[src/sv/ord_pkg.sv]
package ord_pkg;

	typedef enum logic [2:0] {
		MODE_PUSH_BACK  = 3'd0,
		MODE_PUSH_FRONT = 3'd1,
		MODE_POP_FRONT  = 3'd2,
		MODE_POP_BACK   = 3'd3,
		MODE_PEEK_FRONT = 3'd4,
		MODE_PEEK_BACK  = 3'd5,
		MODE_READ_INDEX = 3'd6
	} mode_t;

	typedef enum logic [1:0] {
		ST_OK        = 2'd0,
		ST_EMPTY     = 2'd1,
		ST_RANGE     = 2'd2,
		ST_OVERWRITE = 2'd3
	} status_t;

	typedef enum logic [1:0] {
		S_IDLE,
		S_EXEC,
		S_FETCH
	} ctrl_state_t;

	typedef struct packed {
		logic capture;
		logic exec;
		logic load_out;
	} cmd_t;

	localparam int MODE_W   = 3;
	localparam int DATA_W   = 16;
	localparam int POS_W    = 4;
	localparam int FILL_W   = 5;
	localparam int STATUS_W = 2;

endpackage

[src/sv/ord_ram.sv]
module ord_ram #(
	parameter int WIDTH = 16,
	parameter int DEPTH = 16
) (
	input  logic                     clk,
	input  logic                     we,
	input  logic [$clog2(DEPTH)-1:0] waddr,
	input  logic [WIDTH-1:0]         wdata,
	input  logic                     re,
	input  logic [$clog2(DEPTH)-1:0] raddr,
	output logic [WIDTH-1:0]         rdata
);

	logic [WIDTH-1:0] mem [DEPTH];
	logic [WIDTH-1:0] rdata_q;

	always_ff @(posedge clk) begin
		if (we) begin
			mem[waddr] <= wdata;
		end
		if (re) begin
			rdata_q <= mem[raddr];
		end
	end

	assign rdata = rdata_q;

endmodule

[src/sv/ord_ctrl.sv]
module ord_ctrl (
	input  logic          clk,
	input  logic          arst_n,
	input  logic          in_valid,
	output logic          in_ready,
	output logic          out_valid,
	input  logic          out_ready,
	output ord_pkg::cmd_t cmd
);

	ord_pkg::ctrl_state_t state_q, state_d;
	logic out_valid_q;

	always_ff @(posedge clk or negedge arst_n) begin
		if (!arst_n) begin
			state_q <= ord_pkg::S_IDLE;
		end else begin
			state_q <= state_d;
		end
	end

	always_comb begin
		state_d = state_q;
		cmd = '0;
		case (state_q)
			ord_pkg::S_IDLE: begin
				if (in_valid) begin
					cmd.capture = 1'b1;
					state_d = ord_pkg::S_EXEC;
				end
			end
			ord_pkg::S_EXEC: begin
				cmd.exec = 1'b1;
				state_d = ord_pkg::S_FETCH;
			end
			ord_pkg::S_FETCH: begin
				// wait here until the output register is free
				if (!out_valid_q || out_ready) begin
					cmd.load_out = 1'b1;
					state_d = ord_pkg::S_IDLE;
				end
			end
			default: begin
				state_d = ord_pkg::S_IDLE;
			end
		endcase
	end

	always_ff @(posedge clk or negedge arst_n) begin
		if (!arst_n) begin
			out_valid_q <= 1'b0;
		end else if (cmd.load_out) begin
			out_valid_q <= 1'b1;
		end else if (out_ready) begin
			out_valid_q <= 1'b0;
		end
	end

	assign in_ready  = (state_q == ord_pkg::S_IDLE);
	assign out_valid = out_valid_q;

	a_no_result_clobber: assert property (@(posedge clk) disable iff (!arst_n)
		cmd.load_out |-> (!out_valid_q || out_ready))
		else $error("result loaded over an item not yet taken");

	a_capture_then_exec: assert property (@(posedge clk) disable iff (!arst_n)
		cmd.capture |=> cmd.exec)
		else $error("captured item not executed next cycle");

	a_exec_then_fetch: assert property (@(posedge clk) disable iff (!arst_n)
		cmd.exec |=> (state_q == ord_pkg::S_FETCH))
		else $error("execute step not followed by fetch");

endmodule

[src/sv/ord_dp.sv]
module ord_dp #(
	parameter int DEPTH      = 16,
	parameter int ELEM_WIDTH = 16
) (
	input  logic                           clk,
	input  logic                           arst_n,
	input  ord_pkg::cmd_t                  cmd,
	input  logic [ord_pkg::MODE_W-1:0]     mode,
	input  logic [ord_pkg::DATA_W-1:0]     data_in,
	input  logic [ord_pkg::POS_W-1:0]      position,
	output logic [ord_pkg::DATA_W-1:0]     data_out,
	output logic [ord_pkg::FILL_W-1:0]     fill_count,
	output logic [ord_pkg::STATUS_W-1:0]   status
);

	localparam int AW = (DEPTH > 1) ? $clog2(DEPTH) : 1;
	localparam int OW = $clog2(DEPTH + 1);
	localparam int SW = ((AW > ord_pkg::POS_W) ? AW : ord_pkg::POS_W) + 1;
	localparam int PW = (OW > ord_pkg::POS_W) ? OW : ord_pkg::POS_W;
	localparam int CW = (OW > ord_pkg::FILL_W) ? OW : ord_pkg::FILL_W;
	localparam int DW = (ELEM_WIDTH > ord_pkg::DATA_W) ? ELEM_WIDTH : ord_pkg::DATA_W;

	// captured request
	ord_pkg::mode_t               mode_s1;
	logic [ord_pkg::DATA_W-1:0]   data_s1;
	logic [ord_pkg::POS_W-1:0]    pos_s1;

	// deque state
	logic [AW-1:0] front_q, back_q;
	logic [OW-1:0] occ_q;

	// execute results waiting for the read data
	ord_pkg::status_t st_s2;
	logic             rd_s2;

	logic [ord_pkg::DATA_W-1:0]   data_out_q;
	logic [ord_pkg::FILL_W-1:0]   fill_q;
	ord_pkg::status_t             status_q;

	logic [AW-1:0]   front_d, back_d;
	logic [OW-1:0]   occ_d;
	ord_pkg::status_t st_d;
	logic            we, re;
	logic [AW-1:0]   waddr, raddr;
	logic [ELEM_WIDTH-1:0] wdata, rdata;

	logic            full, empty;
	logic [AW-1:0]   front_nx, front_pv, back_nx, back_pv, idx;
	logic [SW-1:0]   idx_sum, idx_wrap;
	logic            pos_bad;
	logic [DW-1:0]   din_wide, dout_wide;
	logic [CW-1:0]   occ_wide;

	always_ff @(posedge clk) begin
		if (cmd.capture) begin
			mode_s1 <= ord_pkg::mode_t'(mode);
			data_s1 <= data_in;
			pos_s1  <= position;
		end
		if (cmd.exec) begin
			st_s2 <= st_d;
			rd_s2 <= re;
		end
		if (cmd.load_out) begin
			dout_wide_hold: begin
				data_out_q <= rd_s2 ? dout_wide[ord_pkg::DATA_W-1:0] : '0;
			end
			fill_q   <= occ_wide[ord_pkg::FILL_W-1:0];
			status_q <= st_s2;
		end
	end

	always_ff @(posedge clk or negedge arst_n) begin
		if (!arst_n) begin
			front_q <= '0;
			back_q  <= '0;
			occ_q   <= '0;
		end else if (cmd.exec) begin
			front_q <= front_d;
			back_q  <= back_d;
			occ_q   <= occ_d;
		end
	end

	assign full  = (occ_q == OW'(DEPTH));
	assign empty = (occ_q == '0);

	// ring steps that also work for depths that are not a power of two
	assign front_nx = (front_q == AW'(DEPTH - 1)) ? '0 : front_q + AW'(1);
	assign front_pv = (front_q == '0) ? AW'(DEPTH - 1) : front_q - AW'(1);
	assign back_nx  = (back_q == AW'(DEPTH - 1)) ? '0 : back_q + AW'(1);
	assign back_pv  = (back_q == '0) ? AW'(DEPTH - 1) : back_q - AW'(1);

	// position is below the count here, so one subtract wraps it
	assign idx_sum  = SW'(front_q) + SW'(pos_s1);
	assign idx_wrap = (idx_sum >= SW'(DEPTH)) ? idx_sum - SW'(DEPTH) : idx_sum;
	assign idx      = idx_wrap[AW-1:0];
	assign pos_bad  = (PW'(pos_s1) >= PW'(occ_q));

	assign din_wide  = DW'(data_s1);
	assign wdata     = din_wide[ELEM_WIDTH-1:0];
	assign dout_wide = DW'(rdata);
	assign occ_wide  = CW'(occ_q);

	always_comb begin
		front_d = front_q;
		back_d  = back_q;
		occ_d   = occ_q;
		st_d    = ord_pkg::ST_OK;
		we      = 1'b0;
		re      = 1'b0;
		waddr   = back_q;
		raddr   = front_q;
		if (cmd.exec) begin
			case (mode_s1)
				ord_pkg::MODE_PUSH_BACK: begin
					we     = 1'b1;
					waddr  = back_q;
					back_d = back_nx;
					if (full) begin
						front_d = front_nx;
						st_d    = ord_pkg::ST_OVERWRITE;
					end else begin
						occ_d = occ_q + OW'(1);
					end
				end
				ord_pkg::MODE_PUSH_FRONT: begin
					we      = 1'b1;
					waddr   = front_pv;
					front_d = front_pv;
					if (full) begin
						back_d = front_pv;
						st_d   = ord_pkg::ST_OVERWRITE;
					end else begin
						occ_d = occ_q + OW'(1);
					end
				end
				ord_pkg::MODE_POP_FRONT: begin
					if (empty) begin
						st_d = ord_pkg::ST_EMPTY;
					end else begin
						re      = 1'b1;
						raddr   = front_q;
						front_d = front_nx;
						occ_d   = occ_q - OW'(1);
					end
				end
				ord_pkg::MODE_POP_BACK: begin
					if (empty) begin
						st_d = ord_pkg::ST_EMPTY;
					end else begin
						re     = 1'b1;
						raddr  = back_pv;
						back_d = back_pv;
						occ_d  = occ_q - OW'(1);
					end
				end
				ord_pkg::MODE_PEEK_FRONT: begin
					if (empty) begin
						st_d = ord_pkg::ST_EMPTY;
					end else begin
						re    = 1'b1;
						raddr = front_q;
					end
				end
				ord_pkg::MODE_PEEK_BACK: begin
					if (empty) begin
						st_d = ord_pkg::ST_EMPTY;
					end else begin
						re    = 1'b1;
						raddr = back_pv;
					end
				end
				ord_pkg::MODE_READ_INDEX: begin
					if (pos_bad) begin
						st_d = ord_pkg::ST_RANGE;
					end else begin
						re    = 1'b1;
						raddr = idx;
					end
				end
				default: begin
					// unused mode leaves everything alone
				end
			endcase
		end
	end

	ord_ram #(
		.WIDTH (ELEM_WIDTH),
		.DEPTH (DEPTH)
	) u_ram (
		.clk   (clk),
		.we    (we),
		.waddr (waddr),
		.wdata (wdata),
		.re    (re),
		.raddr (raddr),
		.rdata (rdata)
	);

	assign data_out   = data_out_q;
	assign fill_count = fill_q;
	assign status     = status_q;

	a_occ_bound: assert property (@(posedge clk) disable iff (!arst_n)
		occ_q <= OW'(DEPTH))
		else $error("occupancy above depth");

	a_one_access: assert property (@(posedge clk) disable iff (!arst_n)
		!(we && re))
		else $error("store written and read in the same step");

	a_state_only_on_exec: assert property (@(posedge clk) disable iff (!arst_n)
		!$past(cmd.exec) |-> ($stable(occ_q) && $stable(front_q) && $stable(back_q)))
		else $error("deque state moved outside an execute step");

endmodule

[src/sv/overwriting_ring_deque.sv]
// an accepted item passes the controller's execute and fetch states and its result is
//   loaded when the output is free; items are taken one at a time, the next only after the
//   capture, store access and result load steps around the registered-read element store
// the next item is accepted while a result waits; a waiting result only stalls the load step
// reset: front and back pointers and the count go to zero, no result pending; the element
//   store is not cleared and needs no clearing pass
module overwriting_ring_deque #(
	parameter int DEPTH      = 16,
	parameter int ELEM_WIDTH = 16
) (
	input  logic                           clk,
	input  logic                           arst_n,
	input  logic                           in_valid,
	output logic                           in_ready,
	input  logic [ord_pkg::MODE_W-1:0]     mode,
	input  logic [ord_pkg::DATA_W-1:0]     data_in,
	input  logic [ord_pkg::POS_W-1:0]      position,
	output logic                           out_valid,
	input  logic                           out_ready,
	output logic [ord_pkg::DATA_W-1:0]     data_out,
	output logic [ord_pkg::FILL_W-1:0]     fill_count,
	output logic [ord_pkg::STATUS_W-1:0]   status
);

	ord_pkg::cmd_t cmd;

	ord_ctrl u_ctrl (
		.clk       (clk),
		.arst_n    (arst_n),
		.in_valid  (in_valid),
		.in_ready  (in_ready),
		.out_valid (out_valid),
		.out_ready (out_ready),
		.cmd       (cmd)
	);

	ord_dp #(
		.DEPTH      (DEPTH),
		.ELEM_WIDTH (ELEM_WIDTH)
	) u_dp (
		.clk        (clk),
		.arst_n     (arst_n),
		.cmd        (cmd),
		.mode       (mode),
		.data_in    (data_in),
		.position   (position),
		.data_out   (data_out),
		.fill_count (fill_count),
		.status     (status)
	);

endmodule
[config.mk]
export PLATFORM = sky130hd
export DESIGN_NAME = overwriting_ring_deque
export DESIGN_NICKNAME = d
export VERILOG_FILES = /design/src/sv/ord_pkg.sv /design/src/sv/ord_ram.sv /design/src/sv/ord_ctrl.sv /design/src/sv/ord_dp.sv /design/src/sv/overwriting_ring_deque.sv
export SDC_FILE = /design/constraint.sdc
export NUM_CORES = 1
export LEC_CHECK = 0
export CORE_MARGIN = 3
export CORE_UTILIZATION = 30
export CTS_BUF_LIST = sky130_fd_sc_hd__clkbuf_16
export DETAILED_ROUTE_END_ITERATION = 8
export DONT_BUFFER_PORTS = 1
export SYNTH_ARGS = -nofsm -noshare
export SYNTH_HDL_FRONTEND = slang
export SYNTH_SLANG_ARGS = --single-unit
[constraint.sdc]
create_clock -name clk -period 4.1 [get_ports clk]
set_input_delay 0.205 -clock clk [delete_from_list [all_inputs] [get_ports clk]]
set_output_delay 0.205 -clock clk [all_outputs]
set_load 0.05 [all_outputs]
# Word level (Yosys, flattened, before mapping)
# Memories as Yosys holds them, arrays and structs flattened. A register that Yosys moved wholly into a read port is not among the register bits.
# Cells that the tools add are included.
# word_totals
ff_bits,65
ramBits,256
input_bits,27
out_inout_bits,25
elab_cells,104
mem_count,1
# op_classes
addsub,8
magnitude_cmp,2
eq_ne,19
n_mux,42
n_reduce_logical,19
# mem_list
memory,depth,word_bits,rd,rd_ports_with_merged_regs,write_ports,line,source
u_dp.u_ram.mem,16,16,1,1,1,ord_ram.sv:14,logic [WIDTH-1:0] mem [DEPTH];
# ops
operator,n
$mux W4,14
$pmux W4 S3,2
$mux W1,15
$pmux W2 S3,2
$reduce_and A4 Y1,3
$sub A4 B1 Y4 const B,3
$mux W5,2
$ne A2 B2 Y1 const B,5
$pmux W5 S2,1
$eq A3 B3 Y1 const B,3
$add A4 B1 Y4 const B,2
$eq A4 B4 Y1 const B,2
$logic_not A4 Y1,2
$mux W2,4
$pmux W4 S2,1
$eq A3 B2 Y1 const B,2
$ne A2 B1 Y1 const B,3
$reduce_bool A3 Y1,2
$reduce_or A2 Y1,3
$add A4 B4 Y5,1
$add A5 B1 Y5 const B,1
$eq A5 B5 Y1 const B,1
$ge A4 B5 Y1,1
$ge A5 B5 Y1 const B,1
13 further kinds,14

# Longest topological paths before layout
# Gate-level depths: netlist of the first run.
# depth
ltp_word,6
mapped_depth,13
depth_no_buf,10

# By module
# Synthesis of the first run repeated with hierarchy kept, for this count alone.
# unflattened
hier_cells,701
hier_area_um2,13454.2
# modules_own_cells
mod,instances,cells_per_inst,area_per_inst_um2,seq_area_each_um2
ord_ram,1,432,10202.3,8167.8
ord_dp,1,257,3119.2,1796.7
ord_ctrl,1,12,132.6,75.1

# Worst setup path after synthesis of the first run
# Ideal clock, no wire load.
# synth_path
path_kind,flip-flop to flip-flop
from,register u_dp.occ_q[0]
to,"register u_dp.u_ram.rdata_q[11] (netlist: u_dp.u_ram.rdata[11]), read port of u_dp.u_ram.mem, data pin"
setup_ns,0.272
arrival_ns,2.999
t_required_ns,3.828
slack_ns,0.829
stages_incl_launch_ff,12
n_path_buf,2
synth_period_minus_slack_ns,3.271
cell_sequence,dfrtp_1 > ha_1 > nand2b_4 > a2111oi_4 > nor4_1 > o21ai_2 > and2_4 > buf_6 > buf_6 > mux2_2 > a22o_1 > or4_1
# synth_via
elab_chain_len,4
elab_cells_between_ends,10
cone_classes,order compare: 1; mux: 8; reduce/logical: 1
# synth_rtl
element,line,source
"start, declared",ord_dp.sv:30,logic [OW-1:0] occ_q;
"start signal, assigned",ord_dp.sv:77,occ_q <= '0;
"start signal, assigned",ord_dp.sv:81,occ_q <= occ_d;
$ge A4 B5 Y1 / $logic_not A5 Y1 (equally long branches),"ord_dp.sv:98, ord_dp.sv:86",
"$mux W4, or another cell as far along",ord_dp.sv:175,if (pos_bad) begin
$pmux W4 S2 / $pmux W1 S2 (equally long branches),ord_dp.sv:115,case (mode_s1)
$mux W4 / $mux W1 (equally long branches),ord_dp.sv:114,if (cmd.exec) begin
"end, declared",ord_ram.sv:15,logic [WIDTH-1:0] rdata_q;
# Parallel ways exist; a longest one is shown, timed or not.
# A chain may end at the register's enable or synchronous reset.

# Worst setup path in the final report of the first run
# layout_path
from,register u_dp.occ_q[0]
to,"register u_dp.u_ram.rdata_q[15] (netlist: u_dp.u_ram.rdata[15]), read port of u_dp.u_ram.mem, data pin"
# The elaborated chain is that of the path after synthesis.

==> flow_metrics.py, run 1 <==
metrics = {
    "outcome": {
        "outcome": "complete, no violations",
    },
    "sta": {
        "period_share": 0.918,
        "fin_crit_ns": 3.76,
        "drv_slew": 0,
        "skew_ns": 0.0175,
        "hold_violations": 0,
        "holdWs_ns": 0.214,
        "setup_viol": 0,
        "tns_ns": 0,
        "fmax_mhz": 266,
        "worst_slew_pin_slew_ns": 1.00,
        "slew_headroom": 0.328,
        "grt_setup_unrepaired": "no",
    },
    "synth": {
        "ys_ff_latch": 337,
        "synthXorXnorAreaFrac": 0.00760,
        "synth-edff-count": 321,
        "yosys.area.top_type_share": 0.697,
        "synth.most_common_cell": "edfxtp_1",
        "synthSimpleGateAreaFrac": 0.0658,
        "yosys_warnings": 0,
        "synthAdderAreaFrac": 0.0165,
        "async_reset_ff_frac": 0.0475,
        "yosysSeqAreaShare": 0.726,
        "synth_area_leader_cell": "edfxtp_1",
        "synth_area_leaders": "edfxtp_1, mux2i_1, dfrtp_1",
        "synth_top_family_by_area": "compound AO/OA/AOI/OAI gates",
        "synthFlopType": "edfxtp_1",
        "synth.net_count": 897,
        "synth_common_cells": "edfxtp_1, mux2i_1, nand2_1",
        "yosysUniqueCellTypes": 61,
        "syn_area_um2": 13800,
        "synth_compound_area_frac": 0.0889,
        "synth_cells": 853,
        "muxShareOfSynthArea": 0.0755,
        "synth_area_per_cell_um2": 16.2,
    },
    "worst_setup_path": {
        "worst_path_dominant_cell_family": "compound AO/OA/AOI/OAI gates",
        "crit_type": "reg2reg",
        "slowest_stage": "o311ai_4",
        "max_stage_delay_ns": 0.64,
        "worstReg2RegEnd": "u_dp.u_ram.rdata[15]",
        "r2r-start": "u_dp.occ_q[0]",
        "path_max_fanout": 20,
        "crit_path_end_kind": "register",
        "rr_worst_depth": 9,
        "critPathBufInv": 1,
        "path_cells": "ha_1 -> nand2b_4 -> a2111oi_4 -> nor3_2 -> o311ai_4 -> buf_12 -> mux2i_1 -> o22ai_1 -> or4_1",
        "cp_data_required_time_ns": 4.36,
        "reg2reg_slack_ns": 0.34,
        "worstPathArrival_ns": 4.02,
        "worstSetupStartpointType": "register",
    },
    "power": {
        "p_switching_mw": 3.56,
        "comb_power_share": 0.286,
        "ir_drop_mv": 0.262,
        "p_clk_frac": 0.285,
        "internal_power_mw": 7.31,
        "power.density_nw_per_um2": 676,
        "swShare": 0.327,
        "power_mw": 10.9,
        "pwr-share-seq": 0.430,
        "power.leakage_nw": 5.54,
    },
    "min_path": {
        "holdCritPathClass": "in2async",
    },
    "floorplanning": {
        "start_util": 0.304,
        "die_area_um2": 48700,
        "rows": 78,
        "die_y_um": 221,
        "fp.dieW_um": 221,
        "coreArea_um2": 45500,
        "num_io_pins": 52,
    },
    "cells_and_area": {
        "layout.cells.non_filler": 1535,
        "fin_nets": 956,
        "n_antenna_cell": 0,
        "final_core_util": 0.354,
        "synthToLayoutAreaGrowth_pct": 16.2,
        "drive_above_1_share": 0.148,
    },
    "clock_tree": {
        "cts_buffer_depth": 3,
        "cts_tree": "built",
        "clock_latency_ns": 0.52,
        "cts_setup_buffers": 0,
        "clkSinkCount": 337,
        "cts_max_level": 2,
        "cts_made_buffers": 36,
        "cts-root-buf": "clkbuf_16",
        "clkTransAtPathRegs_ns": 0.06,
    },
    "route": {
        "first_iter_violations": 486,
        "drc": 0,
        "wire_per_inst_um": 20.8,
        "vias": 7493,
        "ant_nets": 0,
        "firstDrtPassIters": 5,
        "wl_mm": 31.9,
        "avgViaCountPerCell": 4.88,
    },
    "global_route": {
        "grt_pass1_wl_mm": 48.4,
        "overflow": 0,
        "grt_util_all_layers": 0.133,
        "grt_pass1_vias": 7583,
        "grt_max_degree": 35,
        "antenna_found_initial": 4,
    },
    "placement": {
        "placed_cells": 1448,
        "gp_congestion": 0.761,
        "dp_hpwl_mm": 19.3,
        "port_buffers": 0,
    },
    "flow_run": {
        "drv_cap": 0,
    },
}
==> timing repair <==
item,in CTS,in global routing
setup endpoints to repair,0,0
hold buffers,26,0
resized for setup,0,0
hold endpoints to repair,42,0
==> placed cells by master (no fill, tap or decap), types with 19 or more instances in the layout <==
cell type,netlist,routed
mux2_2,33,33
and2_1,19,19
dlygate4sd3_1,0,26
edfxtp_1,321,321
a22o_1,19,19
clkbuf_16,0,36
nor2_1,33,32
o22ai_1,33,33
nand2_1,56,56
mux2i_1,65,65
o21ai_0,19,19
buf_4,3,30
a211oi_1,19,19
==> registers in the layout, indices dropped and copies added, names as in the netlist <==
name,count
u_dp.u_ram.mem,256
u_dp.data_out,16
u_dp.data_s1,16
u_dp.u_ram.rdata,16
u_dp.fill_count,5
u_dp.occ_q,5
u_dp.back_q,4
u_dp.front_q,4
u_dp.pos_s1,4
u_dp.mode_s1,3
u_ctrl.state_q,2
u_dp.st_s2,2
u_dp.status,2
u_ctrl.out_valid,1
u_dp.rd_s2,1
==> how the worst max path moves through the flow <==
stage,startpoint,endpoint,slack (ns),depth (start not counted)
floorplan,u_dp.occ_q[0],u_dp.u_ram.rdata[11],0.83,11
global placement,u_dp.occ_q[0],u_dp.u_ram.rdata[8],0.38,9
finish,u_dp.occ_q[0],u_dp.u_ram.rdata[15],0.34,9
global route,u_dp.occ_q[0],u_dp.u_ram.rdata[0],0.17,9
CTS,u_dp.occ_q[0],u_dp.u_ram.rdata[8],0.35,9
detailed placement,u_dp.occ_q[0],u_dp.u_ram.rdata[8],0.36,9
==> power by group through the flow <==
stage | sequential (mW) | combinational, mW | clock (mW)
final | 4.67 | 3.10 | 3.09
after global routing | 4.71 | 3.40 | 3.31
after CTS | 4.67 | 3.14 | 3.18
after detailed placement | 4.74 | 3.10 | 0
after global placement | 4.73 | 3.07 | 0
after floorplan | 4.55 | 2.35 | 0
==> per-layer routing <==
metal,vias up,part of all wire,track usage
li1,3473,-,-
met1,3765,0.44,0.173
met2,201,0.47,0.218
met3,54,0.061,0.0288
met4,0,0.030,0.0484
met5,-,0,0
==> area by class of cell <==
| class | instances | area, um^2 |
|---|---|---|
| Tap cell | 600 | 751 |
| Multi-Input combinational cell | 463 | 3540 |
| Inverter | 13 | 48.8 |
| Clock inverter | 25 | 211 |
| Clock buffer | 36 | 901 |
| Fill cell | 4329 | 29400 |
| Sequential cell | 337 | 10000 |
| Timing Repair Buffer | 61 | 586 |
==> metrics by stage <==
step | instance area, um^2 | setup WS, ns
after detailed placement | 14700 | 0.361
after CTS | 16100 | 0.349
after global routing | 16100 | 0.174
after floorplan | 13800 | 0.829
after global placement | 14700 | 0.377
final | 16100 | 0.337
==> kinds of logic (layout without fill, tap and decap cells) <==
kind of cell             after synthesis  in the layout
buffers and inverters                 53            135
flip-flops                           337            337
XOR/XNOR                              12             12
AO/OA/AOI/OAI                        166            166
AND/OR/NAND/NOR                      168            168
multiplexers                         100            100
adder cells (fa/ha/maj)               17             17
(Power assumes the default switching activity.)
==> run 2, diff against run 1 <==
--- a/config.mk
+++ b/config.mk
@@ -10,6 +10,7 @@
 export CTS_BUF_LIST = sky130_fd_sc_hd__clkbuf_16
 export DETAILED_ROUTE_END_ITERATION = 8
 export DONT_BUFFER_PORTS = 1
+export RECOVER_POWER = 100
 export SYNTH_ARGS = -nofsm -noshare
 export SYNTH_HDL_FRONTEND = slang
 export SYNTH_SLANG_ARGS = --single-unit
==> run 2 against run 1 <==
Compared with the run above:
- sequential share of layout area is 0.31 points higher
- utilization is 0.17 points lower
- first-iteration DRC count is 6.6% lower
- combinational power hardly changed
- critical path type unchanged
- largest cell class unchanged
- highest routed layer unchanged
==> flow_metrics.py, run 2 (same netlist as run 1, synthesis figures left out) <==
metrics = {
    "outcome": {
        "outcome": "complete, no violations",
    },
    "worst_setup_path": {
        "r2r-start": "u_dp.occ_q[0]",
        "path_max_fanout": 20,
        "worstReg2RegEnd": "u_dp.u_ram.rdata[15]",
        "cp_data_required_time_ns": 4.36,
        "worstSetupStartpointType": "register",
        "crit_type": "reg2reg",
        "crit_path_end_kind": "register",
        "critPathBufInv": 1,
        "path_cells": "ha_1 -> nand2b_1 -> a2111oi_4 -> nor3_2 -> o311ai_4 -> buf_12 -> mux2i_1 -> o22ai_1 -> or4_1",
        "rr_worst_depth": 9,
        "reg2reg_slack_ns": 0.30,
        "worst_path_dominant_cell_family": "compound AO/OA/AOI/OAI gates",
        "slowest_stage": "o311ai_4",
        "max_stage_delay_ns": 0.65,
        "worstPathArrival_ns": 4.06,
    },
    "global_route": {
        "grt_pass1_wl_mm": 48.4,
        "grt_pass1_vias": 7583,
        "grt_util_all_layers": 0.133,
        "antenna_found_initial": 3,
        "overflow": 0,
        "grt_max_degree": 35,
    },
    "power": {
        "power.leakage_nw": 5.47,
        "power_mw": 10.8,
        "p_clk_frac": 0.285,
        "swShare": 0.327,
        "power.density_nw_per_um2": 678,
        "comb_power_share": 0.284,
        "pwr-share-seq": 0.431,
        "internal_power_mw": 7.30,
        "ir_drop_mv": 0.257,
        "p_switching_mw": 3.55,
    },
    "cells_and_area": {
        "layout_common_cells": "edfxtp_1, mux2i_1, nand2_1, clkbuf_16",
        "final_core_util": 0.352,
        "final_cell_area_um2": 16000,
        "layout.cells.non_filler": 1535,
        "final_common_cell": "edfxtp_1",
        "drive_above_1_share": 0.133,
        "n_antenna_cell": 0,
        "largest_reg_flops": 256,
        "synthToLayoutAreaGrowth_pct": 15.6,
        "fin_nets": 956,
        "largest-register": "u_dp.u_ram.mem",
    },
    "placement": {
        "gp_congestion": 0.761,
        "port_buffers": 0,
        "placed_cells": 1448,
        "postPlaceCellArea_um2": 14700,
        "dp_hpwl_mm": 19.3,
    },
    "floorplanning": {
        "die_area_um2": 48700,
        "rows": 78,
        "coreArea_um2": 45500,
        "start_util": 0.304,
        "fp.dieW_um": 221,
        "die_y_um": 221,
        "num_io_pins": 52,
    },
    "route": {
        "wire_per_inst_um": 20.7,
        "firstDrtPassIters": 5,
        "ant_nets": 0,
        "drc": 0,
        "avgViaCountPerCell": 4.89,
        "first_iter_violations": 454,
        "vias": 7502,
        "wl_mm": 31.8,
    },
    "clock_tree": {
        "clock_latency_ns": 0.52,
        "cts_made_buffers": 36,
        "clkTransAtPathRegs_ns": 0.06,
        "cts_tree": "built",
        "cts_buffer_depth": 3,
        "cts-root-buf": "clkbuf_16",
        "cts_max_level": 2,
        "clkSinkCount": 337,
    },
    "min_path": {
        "holdCritPathClass": "in2async",
    },
    "sta": {
        "fmax_mhz": 263,
        "worst_slew_pin_slew_ns": 1.47,
        "skew_ns": 0.0179,
        "fin_crit_ns": 3.80,
        "drv_slew": 0,
        "grt_setup_unrepaired": "no",
        "period_share": 0.927,
        "tns_ns": 0,
        "setup_viol": 0,
        "slew_headroom": 0.0175,
        "hold_violations": 0,
    },
    "flow_run": {
        "drv_cap": 0,
    },
}
[run 2: cell count changes in the layout (fill, tap and decap cells not counted), sizes merged]
cell / change
clkbuf: +20
buf: -20
[run 2: area by class of cell]
class,count,area [um^2]
clock buffer,36,901
clock inverter,25,211
fill,4353,29500
inverter,13,48.8
multi-input combinational,463,3530
sequential,337,10000
tap,600,751
timing repair buffer,61,522
[run 2: repair_timing]
action                    in CTS  in global routing
setup buffers                  0                  0
gates resized for setup        0                  0
hold buffers                  26                  0
hold endpoints to repair      42                  0
[run 2: metal layers]
layer / part of all wire / vias to the layer above / global-route usage
met1: 0.44 / 3784 / 0.173
met3: 0.060 / 56 / 0.0288
met4: 0.030 / 0 / 0.0484
met5: 0 / - / 0
met2: 0.47 / 190 / 0.218
li1: - / 3472 / -
[run 2: power groups by stage]
stage                     combinational, mW  sequential, mW  clock [mW]
after floorplan                        2.35            4.55           0
after global placement                 3.07            4.73           0
after detailed placement               3.10            4.74           0
after CTS                              3.14            4.67        3.18
after global routing                   3.38            4.72        3.31
final                                  3.08            4.68        3.09
[run 2: worst max path at each step]
stage,depth (start not counted),from,slack [ns],end
after CTS,9,u_dp.occ_q[0],0.35,u_dp.u_ram.rdata[8]
final,9,u_dp.occ_q[0],0.30,u_dp.u_ram.rdata[15]
after detailed placement,9,u_dp.occ_q[0],0.36,u_dp.u_ram.rdata[8]
after global routing,9,u_ctrl.state_q[1],0.13,u_dp.u_ram.mem[8][12]
after floorplan,11,u_dp.occ_q[0],0.83,u_dp.u_ram.rdata[11]
after global placement,9,u_dp.occ_q[0],0.38,u_dp.u_ram.rdata[8]
[run 2: stage by stage]
stage,hold slack [ns],worst slack (ns)
floorplan,-0.0906,0.829
global placement,-0.0888,0.377
detailed placement,-0.0886,0.361
CTS,0.232,0.349
global route,0.269,0.127
finish,0.219,0.300
